## src/hdl/srr_pkg.sv

```systemverilog
package srr_pkg;

  // sizes
  localparam int MAX_SEQ  = 16;
  localparam int PAY_W    = 32;
  localparam int SEQ_W    = $clog2(MAX_SEQ);
  localparam int SPACE_W  = SEQ_W + 1;
  localparam int WIN_W    = 4;
  localparam int WIN_CAP  = 8;
  localparam int CNT_W    = $clog2(WIN_CAP + 1);

  typedef logic [SEQ_W-1:0]   seq_t;
  typedef logic [SPACE_W-1:0] space_t;
  typedef logic [WIN_W-1:0]   win_t;
  typedef logic [PAY_W-1:0]   pay_t;
  typedef logic [CNT_W-1:0]   cnt_t;

  // configuration register indexes
  typedef enum logic {
    REG_SEQ_SPACE   = 1'b0,
    REG_WINDOW_SIZE = 1'b1
  } reg_idx_t;

  // reset values of the registers
  localparam space_t SEQ_SPACE_RST   = space_t'(8);
  localparam win_t   WINDOW_SIZE_RST = win_t'(4);

  // result kinds
  localparam logic KIND_ACK     = 1'b0;
  localparam logic KIND_DELIVER = 1'b1;

  // controller states
  typedef enum logic [2:0] {
    ST_IDLE,
    ST_CHECK,
    ST_RUN_RD,
    ST_RUN_OUT,
    ST_ACK
  } state_t;

  // controller to datapath
  typedef struct packed {
    logic cap;       // capture the input request
    logic ld_ack;    // load ack result
    logic ld_pay;    // load delivery of the captured payload
    logic ld_rd;     // load delivery of the slot read data
    logic wr_slot;   // buffer captured payload, mark valid
    logic rd_slot;   // read slot at run index, clear its valid
    logic init_run;  // start a run after the base
    logic step_run;  // move the run index on
    logic set_base;  // base takes the run index
  } cmd_t;

  // datapath to controller
  typedef struct packed {
    logic ok;
    logic in_win;
    logic at_base;
    logic out_free;
    logic run_more;
  } status_t;

  // sequence number plus one, wrapped at the space
  function automatic seq_t seq_inc(input seq_t v, input space_t s);
    space_t n;
    n = {1'b0, v} + space_t'(1);
    return (n == s) ? '0 : n[SEQ_W-1:0];
  endfunction

endpackage

```

## src/hdl/srr_if.sv

```systemverilog
interface srr_in_if;
  import srr_pkg::*;

  logic valid;
  logic ready;
  seq_t seq_num;
  logic checksum_ok;
  pay_t payload;

  modport source (output valid, seq_num, checksum_ok, payload, input ready);
  modport sink   (input valid, seq_num, checksum_ok, payload, output ready);
endinterface

interface srr_out_if;
  import srr_pkg::*;

  logic valid;
  logic ready;
  logic kind;
  seq_t ack_num;
  pay_t data_out;
  logic last;

  modport source (output valid, kind, ack_num, data_out, last, input ready);
  modport sink   (input valid, kind, ack_num, data_out, last, output ready);
endinterface

```

## src/hdl/srr_ctrl.sv

```systemverilog
module srr_ctrl (
  input  logic             clk,
  input  logic             rst_n,
  input  logic             in_valid,
  output logic             in_ready,
  input  srr_pkg::status_t sts,
  output srr_pkg::cmd_t    cmd
);
  import srr_pkg::*;

  state_t state_r, state_nxt;

  // state register
  always_ff @(posedge clk) begin
    if (!rst_n) begin
      state_r <= ST_IDLE;
    end else begin
      state_r <= state_nxt;
    end
  end

  // next state and commands
  always_comb begin
    state_nxt = state_r;
    cmd       = '0;
    in_ready  = 1'b0;
    unique case (state_r)
      ST_IDLE: begin
        in_ready = 1'b1;
        if (in_valid) begin
          cmd.cap   = 1'b1;
          state_nxt = ST_CHECK;
        end
      end
      ST_CHECK: begin
        if (!sts.ok) begin
          state_nxt = ST_IDLE;
        end else if (sts.out_free) begin
          if (!sts.in_win) begin
            cmd.ld_ack = 1'b1;
            state_nxt  = ST_IDLE;
          end else if (sts.at_base) begin
            cmd.ld_pay   = 1'b1;
            cmd.init_run = 1'b1;
            state_nxt    = ST_RUN_RD;
          end else begin
            cmd.wr_slot = 1'b1;
            cmd.ld_ack  = 1'b1;
            state_nxt   = ST_IDLE;
          end
        end
      end
      ST_RUN_RD: begin
        if (sts.run_more) begin
          cmd.rd_slot = 1'b1;
          state_nxt   = ST_RUN_OUT;
        end else begin
          state_nxt = ST_ACK;
        end
      end
      ST_RUN_OUT: begin
        if (sts.out_free) begin
          cmd.ld_rd    = 1'b1;
          cmd.step_run = 1'b1;
          state_nxt    = ST_RUN_RD;
        end
      end
      ST_ACK: begin
        if (sts.out_free) begin
          cmd.ld_ack   = 1'b1;
          cmd.set_base = 1'b1;
          state_nxt    = ST_IDLE;
        end
      end
      default: begin
        state_nxt = ST_IDLE;
      end
    endcase
  end

endmodule

```

## src/hdl/srr_dp.sv

```systemverilog
module srr_dp (
  input  logic             clk,
  input  logic             rst_n,
  input  logic             cfg_we,
  input  srr_pkg::reg_idx_t cfg_index,
  input  srr_pkg::space_t  cfg_wdata,
  input  srr_pkg::seq_t    in_seq,
  input  logic             in_ok,
  input  srr_pkg::pay_t    in_pay,
  input  srr_pkg::cmd_t    cmd,
  output srr_pkg::status_t sts,
  output logic             out_valid,
  input  logic             out_ready,
  output logic             out_kind,
  output srr_pkg::seq_t    out_ack,
  output srr_pkg::pay_t    out_data,
  output logic             out_last
);
  import srr_pkg::*;

  space_t             seq_space_r;
  win_t               window_r;
  seq_t               base_r;
  logic [MAX_SEQ-1:0] valid_r;
  pay_t               slot_mem [MAX_SEQ];
  pay_t               rd_data_r;
  seq_t               seq_r;
  logic               ok_r;
  pay_t               pay_r;
  seq_t               idx_r;
  cnt_t               cnt_r;
  logic               ov_r;
  logic               kind_r;
  seq_t               ack_r;
  pay_t               data_r;
  logic               last_r;

  space_t s_eff;
  space_t w_req;
  space_t w_cap;
  space_t w_eff;
  space_t end_sum;
  seq_t   win_end;
  logic   in_win;
  logic   out_free;

  // effective space and window
  always_comb begin
    if (seq_space_r < space_t'(2)) begin
      s_eff = space_t'(2);
    end else if (seq_space_r > space_t'(MAX_SEQ)) begin
      s_eff = space_t'(MAX_SEQ);
    end else begin
      s_eff = seq_space_r;
    end
    w_req = (window_r == '0) ? space_t'(1) : {1'b0, window_r};
    w_cap = (s_eff < space_t'(WIN_CAP)) ? s_eff : space_t'(WIN_CAP);
    w_eff = (w_req > w_cap) ? w_cap : w_req;
  end

  // window membership of the captured sequence number
  always_comb begin
    end_sum = {1'b0, base_r} + w_eff;
    win_end = (end_sum >= s_eff) ? SEQ_W'(end_sum - s_eff) : end_sum[SEQ_W-1:0];
    if ({1'b0, seq_r} >= s_eff) begin
      in_win = 1'b0;
    end else if (base_r < win_end) begin
      in_win = (seq_r >= base_r) && (seq_r < win_end);
    end else begin
      in_win = (seq_r >= base_r) || (seq_r < win_end);
    end
  end

  assign out_free = !ov_r || out_ready;

  assign sts.ok       = ok_r;
  assign sts.in_win   = in_win;
  assign sts.at_base  = (seq_r == base_r);
  assign sts.out_free = out_free;
  assign sts.run_more = ({1'b0, cnt_r} < w_eff) && valid_r[idx_r];

  // configuration registers
  always_ff @(posedge clk) begin
    if (!rst_n) begin
      seq_space_r <= SEQ_SPACE_RST;
      window_r    <= WINDOW_SIZE_RST;
    end else if (cfg_we) begin
      unique case (cfg_index)
        REG_SEQ_SPACE:   seq_space_r <= cfg_wdata;
        REG_WINDOW_SIZE: window_r    <= cfg_wdata[WIN_W-1:0];
        default: ;
      endcase
    end
  end

  // window base and slot valid bits, restarted by any register write
  always_ff @(posedge clk) begin
    if (!rst_n || cfg_we) begin
      base_r  <= '0;
      valid_r <= '0;
    end else begin
      if (cmd.set_base) begin
        base_r <= idx_r;
      end
      if (cmd.wr_slot) begin
        valid_r[seq_r] <= 1'b1;
      end
      if (cmd.rd_slot) begin
        valid_r[idx_r] <= 1'b0;
      end
    end
  end

  // slot memory, registered read
  always_ff @(posedge clk) begin
    if (cmd.wr_slot) begin
      slot_mem[seq_r] <= pay_r;
    end
    if (cmd.rd_slot) begin
      rd_data_r <= slot_mem[idx_r];
    end
  end

  // request capture
  always_ff @(posedge clk) begin
    if (cmd.cap) begin
      seq_r <= in_seq;
      ok_r  <= in_ok;
      pay_r <= in_pay;
    end
  end

  // run index and count
  always_ff @(posedge clk) begin
    if (cmd.init_run) begin
      idx_r <= seq_inc(base_r, s_eff);
      cnt_r <= cnt_t'(1);
    end else if (cmd.step_run) begin
      idx_r <= seq_inc(idx_r, s_eff);
      cnt_r <= cnt_r + cnt_t'(1);
    end
  end

  // output register
  always_ff @(posedge clk) begin
    if (!rst_n) begin
      ov_r <= 1'b0;
    end else if (cmd.ld_ack || cmd.ld_pay || cmd.ld_rd) begin
      ov_r <= 1'b1;
    end else if (out_ready) begin
      ov_r <= 1'b0;
    end
  end

  always_ff @(posedge clk) begin
    if (cmd.ld_ack) begin
      kind_r <= KIND_ACK;
      ack_r  <= seq_r;
      data_r <= '0;
      last_r <= 1'b1;
    end else if (cmd.ld_pay || cmd.ld_rd) begin
      kind_r <= KIND_DELIVER;
      ack_r  <= '0;
      data_r <= cmd.ld_pay ? pay_r : rd_data_r;
      last_r <= 1'b0;
    end
  end

  assign out_valid = ov_r;
  assign out_kind  = kind_r;
  assign out_ack   = ack_r;
  assign out_data  = data_r;
  assign out_last  = last_r;

endmodule

```

## src/hdl/selective_repeat_receiver.sv

```systemverilog
// Selective repeat receiver.
// in_pkt carries one packet per request: seq_num, checksum_ok and payload.
// out_res carries results: acks (kind 0, ack_num) and deliveries (kind 1,
// data_out); last marks the ack that ends the results of one packet.
// cfg_we/cfg_index/cfg_wdata write seq_space (index 0) or window_size
// (index 1); either write restarts the window at base 0 with no slots held.
// Write them only while the block is idle.
// A corrupt packet gives nothing. An out-of-window or buffered packet is
// captured, checked, and its ack loaded into the output register once the
// output is free. A packet at the window base delivers its payload, then k
// contiguous buffered slots, then the ack, with the controller walking the
// slot memory one read and one result at a time.
// Reset sets seq_space 8, window_size 4, base 0 and clears all slot flags.
// A stalled out_res holds the result register; the controller waits and
// in_pkt stays not ready until the packet's work is done.
module selective_repeat_receiver (
  input  logic              clk,
  input  logic              rst_n,
  srr_in_if.sink            in_pkt,
  srr_out_if.source         out_res,
  input  logic              cfg_we,
  input  srr_pkg::reg_idx_t cfg_index,
  input  srr_pkg::space_t   cfg_wdata
);
  import srr_pkg::*;

  cmd_t    cmd;
  status_t sts;

  // controller
  srr_ctrl u_ctrl (
    .clk      (clk),
    .rst_n    (rst_n),
    .in_valid (in_pkt.valid),
    .in_ready (in_pkt.ready),
    .sts      (sts),
    .cmd      (cmd)
  );

  // datapath
  srr_dp u_dp (
    .clk       (clk),
    .rst_n     (rst_n),
    .cfg_we    (cfg_we),
    .cfg_index (cfg_index),
    .cfg_wdata (cfg_wdata),
    .in_seq    (in_pkt.seq_num),
    .in_ok     (in_pkt.checksum_ok),
    .in_pay    (in_pkt.payload),
    .cmd       (cmd),
    .sts       (sts),
    .out_valid (out_res.valid),
    .out_ready (out_res.ready),
    .out_kind  (out_res.kind),
    .out_ack   (out_res.ack_num),
    .out_data  (out_res.data_out),
    .out_last  (out_res.last)
  );

endmodule
```

## src/flat_wrapper.sv

```systemverilog
// flat-port wrapper written by rule: the top's interface ports become plain ports
module selective_repeat_receiver_flat import srr_pkg::*;
  (clk, rst_n, cfg_we, cfg_index, cfg_wdata, in_pkt_valid, in_pkt_seq_num, in_pkt_checksum_ok, in_pkt_payload, in_pkt_ready, out_res_valid, out_res_kind, out_res_ack_num, out_res_data_out, out_res_last, out_res_ready);
  srr_in_if in_pkt_i ();
  srr_out_if out_res_i ();
  input  logic clk;
  input  logic rst_n;
  input  logic cfg_we;
  input  srr_pkg::reg_idx_t cfg_index;
  input  srr_pkg::space_t cfg_wdata;
  input wire logic [$bits(in_pkt_i.valid)-1:0] in_pkt_valid;
  input wire logic [$bits(in_pkt_i.seq_num)-1:0] in_pkt_seq_num;
  input wire logic [$bits(in_pkt_i.checksum_ok)-1:0] in_pkt_checksum_ok;
  input wire logic [$bits(in_pkt_i.payload)-1:0] in_pkt_payload;
  output wire logic [$bits(in_pkt_i.ready)-1:0] in_pkt_ready;
  output wire logic [$bits(out_res_i.valid)-1:0] out_res_valid;
  output wire logic [$bits(out_res_i.kind)-1:0] out_res_kind;
  output wire logic [$bits(out_res_i.ack_num)-1:0] out_res_ack_num;
  output wire logic [$bits(out_res_i.data_out)-1:0] out_res_data_out;
  output wire logic [$bits(out_res_i.last)-1:0] out_res_last;
  input wire logic [$bits(out_res_i.ready)-1:0] out_res_ready;
  assign in_pkt_i.valid = in_pkt_valid;
  assign in_pkt_i.seq_num = in_pkt_seq_num;
  assign in_pkt_i.checksum_ok = in_pkt_checksum_ok;
  assign in_pkt_i.payload = in_pkt_payload;
  assign in_pkt_ready = in_pkt_i.ready;
  assign out_res_valid = out_res_i.valid;
  assign out_res_kind = out_res_i.kind;
  assign out_res_ack_num = out_res_i.ack_num;
  assign out_res_data_out = out_res_i.data_out;
  assign out_res_last = out_res_i.last;
  assign out_res_i.ready = out_res_ready;
  selective_repeat_receiver u_core (.clk(clk), .rst_n(rst_n), .in_pkt(in_pkt_i), .out_res(out_res_i), .cfg_we(cfg_we), .cfg_index(cfg_index), .cfg_wdata(cfg_wdata));
endmodule
```

## config.mk

```make
export PLATFORM = sky130hd
export DESIGN_NAME = selective_repeat_receiver_flat
export DESIGN_NICKNAME = d
export VERILOG_FILES = /design/src/hdl/srr_pkg.sv /design/src/hdl/srr_if.sv /design/src/hdl/srr_ctrl.sv /design/src/hdl/srr_dp.sv /design/src/hdl/selective_repeat_receiver.sv /design/src/flat_wrapper.sv
export SDC_FILE = /design/constraint.sdc
export NUM_CORES = 1
export LEC_CHECK = 0
export BUFFER_PORTS_ARGS = -buffer_cell sky130_fd_sc_hd__buf_2
export CAP_MARGIN = 15
export CORE_MARGIN = 4
export CORE_UTILIZATION = 60
export CTS_CLUSTER_SIZE = 10
export DETAILED_ROUTE_END_ITERATION = 10
export MAX_ROUTING_LAYER = met4
export PLACE_DENSITY = 0.77
export SLEW_MARGIN = 5
export SYNTH_ARGS = -nofsm -noshare
export SYNTH_HDL_FRONTEND = slang
export SYNTH_HIERARCHICAL = 1
export SYNTH_SLANG_ARGS = --single-unit
export TNS_END_PERCENT = 5
```

## constraint.sdc

```tcl
create_clock -name clk -period 9.8 [get_ports clk]
set_clock_uncertainty 0.15 [all_clocks]
set_input_delay 2.94 -clock clk [delete_from_list [all_inputs] [get_ports clk]]
set_output_delay 2.94 -clock clk [all_outputs]
set_load 0.1 [all_outputs]
```

==> run_summary.xml <==
<?xml version="1.0" encoding="UTF-8"?>
<metrics>
  <group name="setup_path">
    <metric name="timing.setup.critical_path_class" unit="">reg -&gt; reg</metric>
    <metric name="timing.critical_path.arrival" unit="ps">8470</metric>
    <metric name="cp_slowest_cell" unit="">nor2_4</metric>
    <metric name="largest_fanout_on_the_critical_path" unit="">33</metric>
    <metric name="worstPathRequired" unit="ps">10150</metric>
    <metric name="cp-start-kind" unit="">register</metric>
    <metric name="timing.critical_path.slowest_cell_delay" unit="ps">910</metric>
    <metric name="critical_path.endpoint_type" unit="">register</metric>
  </group>
  <group name="route">
    <metric name="post-route-drc-count" unit="">0</metric>
    <metric name="drt.antenna.violating_nets" unit="">0</metric>
    <metric name="via_count" unit="">13300</metric>
    <metric name="first_iter_violations" unit="">1412</metric>
    <metric name="routedWlPerCell" unit="um">26.7</metric>
    <metric name="drt_pass1_iterations" unit="">6</metric>
    <metric name="vias_per_cell" unit="">6.29</metric>
    <metric name="drt-total-wl" unit="um">56300</metric>
  </group>
  <group name="clock_network">
    <metric name="clockRootBuffer" unit="">clkbuf_16</metric>
    <metric name="cts-resized-gates" unit="">0</metric>
    <metric name="clkLatencyLatePin" unit="ps">590</metric>
    <metric name="path_clk_slew" unit="ps">60</metric>
    <metric name="postCtsHoldBufs" unit="">0</metric>
    <metric name="cts.htree.levels" unit="">3</metric>
    <metric name="cts_inserted_buffers" unit="">76</metric>
    <metric name="clock_sink_count" unit="">660</metric>
    <metric name="tritoncts" unit="">done</metric>
    <metric name="ctsLongestPathBuffers" unit="">3</metric>
    <metric name="cts_setup_buffers" unit="">0</metric>
  </group>
  <group name="finish">
    <metric name="layout.core_utilization" unit="%">68.7</metric>
    <metric name="antenna-diode-count" unit="">0</metric>
    <metric name="area_delta_synth_final" unit="%">13.1</metric>
    <metric name="post_route_cells_drive_above_1_share" unit="%">26.9</metric>
    <metric name="final_common_cell" unit="">edfxtp_1</metric>
    <metric name="multiInputGateArea" unit="mm^2">0.00674</metric>
    <metric name="area.sequential" unit="mm^2">0.0191</metric>
    <metric name="final_nets" unit="">1548</metric>
    <metric name="filler_cell_count" unit="">2647</metric>
    <metric name="instances_no_fill" unit="">2113</metric>
    <metric name="final_cell_mix" unit="">edfxtp_1, mux4_2, nor2_1</metric>
  </group>
  <group name="sta">
    <metric name="final-setup-viol-count" unit="">0</metric>
    <metric name="fmax" unit="MHz">123</metric>
    <metric name="finalCriticalPeriod" unit="ps">8120</metric>
    <metric name="rsz0062_at_grt" unit="">false</metric>
    <metric name="final_worst_path_period_share" unit="%">82.9</metric>
    <metric name="finalSetupTns" unit="ps">0</metric>
    <metric name="final-max-slew-violation-count" unit="">0</metric>
    <metric name="relative_slew_slack" unit="%">22.6</metric>
    <metric name="timing_worst_slew_pin_value" unit="ps">1160</metric>
    <metric name="holdWs" unit="ps">299</metric>
    <metric name="final_hold_viol_count" unit="">0</metric>
  </group>
  <group name="floorplan">
    <metric name="die_height" unit="um">217</metric>
    <metric name="design.die.area" unit="mm^2">0.0470</metric>
    <metric name="die_w" unit="um">217</metric>
    <metric name="floorplan.rows" unit="">76</metric>
    <metric name="initial_utilization" unit="%">60.7</metric>
    <metric name="boundaryPins" unit="">88</metric>
    <metric name="core_area" unit="mm^2">0.0431</metric>
  </group>
  <group name="place">
    <metric name="dp.cells" unit="">1973</metric>
    <metric name="dp_hpwl" unit="um">29400</metric>
    <metric name="finalWeightedCongestion" unit="">0.820</metric>
    <metric name="io_buffer_count" unit="">87</metric>
  </group>
  <group name="power">
    <metric name="design_power_total" unit="uW">5930</metric>
    <metric name="p_leak" unit="uW">0.00983</metric>
    <metric name="power.density_cell_area" unit="mW/mm^2">201</metric>
    <metric name="max-vdd-ir-drop" unit="mV">0.144</metric>
  </group>
  <group name="global_routing">
    <metric name="grt_util_all_layers" unit="%">25.3</metric>
    <metric name="grt_pass1_wl" unit="um">86200</metric>
    <metric name="grt_antenna_before_repair" unit="">1</metric>
    <metric name="gr-total-overflow" unit="">0</metric>
    <metric name="first_global_vias" unit="">13700</metric>
    <metric name="pin_count_of_the_biggest_net_entering_global_routing" unit="">138</metric>
  </group>
  <group name="logic_synthesis">
    <metric name="ys_seq_area_share" unit="%">73.0</metric>
    <metric name="synth-seq-cells" unit="">660</metric>
    <metric name="synth_edf_count" unit="">589</metric>
    <metric name="async_flop_share" unit="%">0</metric>
    <metric name="postSynthNetCount" unit="">1433</metric>
    <metric name="ys_dominant_reg_cell" unit="">edfxtp_1</metric>
    <metric name="ys_warns" unit="">6</metric>
    <metric name="ys_types" unit="">67</metric>
    <metric name="synthesis.area_per_instance" unit="um^2">19.4</metric>
    <metric name="netlist_instances" unit="">1351</metric>
    <metric name="syn-cell-area" unit="mm^2">0.0262</metric>
  </group>
  <group name="run_status">
    <metric name="run_status" unit="">finished, final reports clean</metric>
  </group>
  <group name="flow_run">
    <metric name="cap_viol_max_count" unit="">0</metric>
  </group>
  <group name="hold_path">
    <metric name="holdCritPathClass" unit="">reg -&gt; reg</metric>
  </group>
</metrics>
state kept, by name, indices dropped and copies added, names as in the netlist:
signal                   count
u_core/u_dp/out_kind         1
u_core/u_dp/out_valid        1
u_core/u_dp/window_r         4
u_core/u_dp/cnt_r            4
u_core/u_dp/seq_space_r      5
u_core/u_dp/ok_r             1
u_core/u_dp/out_ack          4
u_core/u_dp/seq_r            4
u_core/u_dp/out_last         1
u_core/u_dp/valid_r         16
u_core/u_dp/slot_mem       512
u_core/u_ctrl/state_r        3
u_core/u_dp/base_r           4
u_core/u_dp/rd_data_r       32
u_core/u_dp/out_data        32
u_core/u_dp/pay_r           32
u_core/u_dp/idx_r            4
through the flow:
step	worst slack [ps]	area, um^2
CTS	1750	29600
global placement	2270	27300
global route	1160	29600
detailed placement	1820	27300
floorplan	1370	26200
finish	1680	29600
routing by layer:
layer  wire length, um  vias to the layer above  GRT usage, %
met4              1510                        0          7.72
met1             22400                     6877          34.3
met5                 0                        -             -
li1                  -                     5693             -
met2             28500                      611          40.5
met3              3950                      101          4.31
worst max-delay path: cells and delay by family, from the launching register on:
family                     cells  cell delay (ps)
AOI/OAI and AO/OA             11             2960
buffers and inverters          1               90
adders and majority gates      4             1120
DFF                            1              580
muxes                          1              400
and+or+nand+nor                8             2340
xor gates and xnor gates       1              370
kinds of logic (layout without fill, tap and decap cells):
family	after synthesis	in the layout	synth area share [%]
flops	660	660	73.0
mux	213	213	16.1
simple gates	204	204	3.72
compound gates	116	116	3.16
buf+inv	106	283	1.74
fa+ha+maj	34	34	1.68
xor+xnor	18	18	0.603
synth_stat cells, types with 10 or more instances:
master,number,area share (%)
dfxtp_1,71,5.4
mux2i_1,45,1.7
clkbuf_1,35,0.50
inv_1,29,0.42
buf_2,10,0.19
edfxtp_1,589,68
nand3_1,10,0.19
nor3_1,13,0.25
a21oi_1,45,0.86
mux4_2,165,14
nor2_1,108,1.5
nand2_1,25,0.36
buf_1,22,0.32
nand2b_1,10,0.24
xnor2_1,11,0.37
ha_1,32,1.5
worst paths after layout:
path,from,end,slack (ps),cells past startpoint
setup reg to reg,u_core/u_dp/seq_space_r[2],u_core/u_dp/valid_r[1],1680,26
hold / removal,u_core/u_dp/out_last,u_core/u_dp/out_last,300,1
setup / recovery,u_core/u_dp/seq_space_r[2],u_core/u_dp/valid_r[1],1680,26
hold reg to reg,u_core/u_dp/out_last,u_core/u_dp/out_last,300,1
report_power, final:
group / internal, uW / total [uW] / switching [uW] / leakage [uW]
clock: 1510 / 2570 / 1050 / 0.00108
combinational: 64.6 / 202 / 137 / 0.00287
sequential: 3100 / 3160 / 58.2 / 0.00589
final cells by class:
class	instances	share of cell area, %
Sequential cell	660	64.6
Multi-Input combinational cell	585	22.8
Clock buffer	134	7.41
Tap cell	585	2.47
Timing Repair Buffer	113	2.17
Inverter	30	0.381
Clock inverter	6	0.190
No activity file was read; power rests on OpenSTA's default activity.
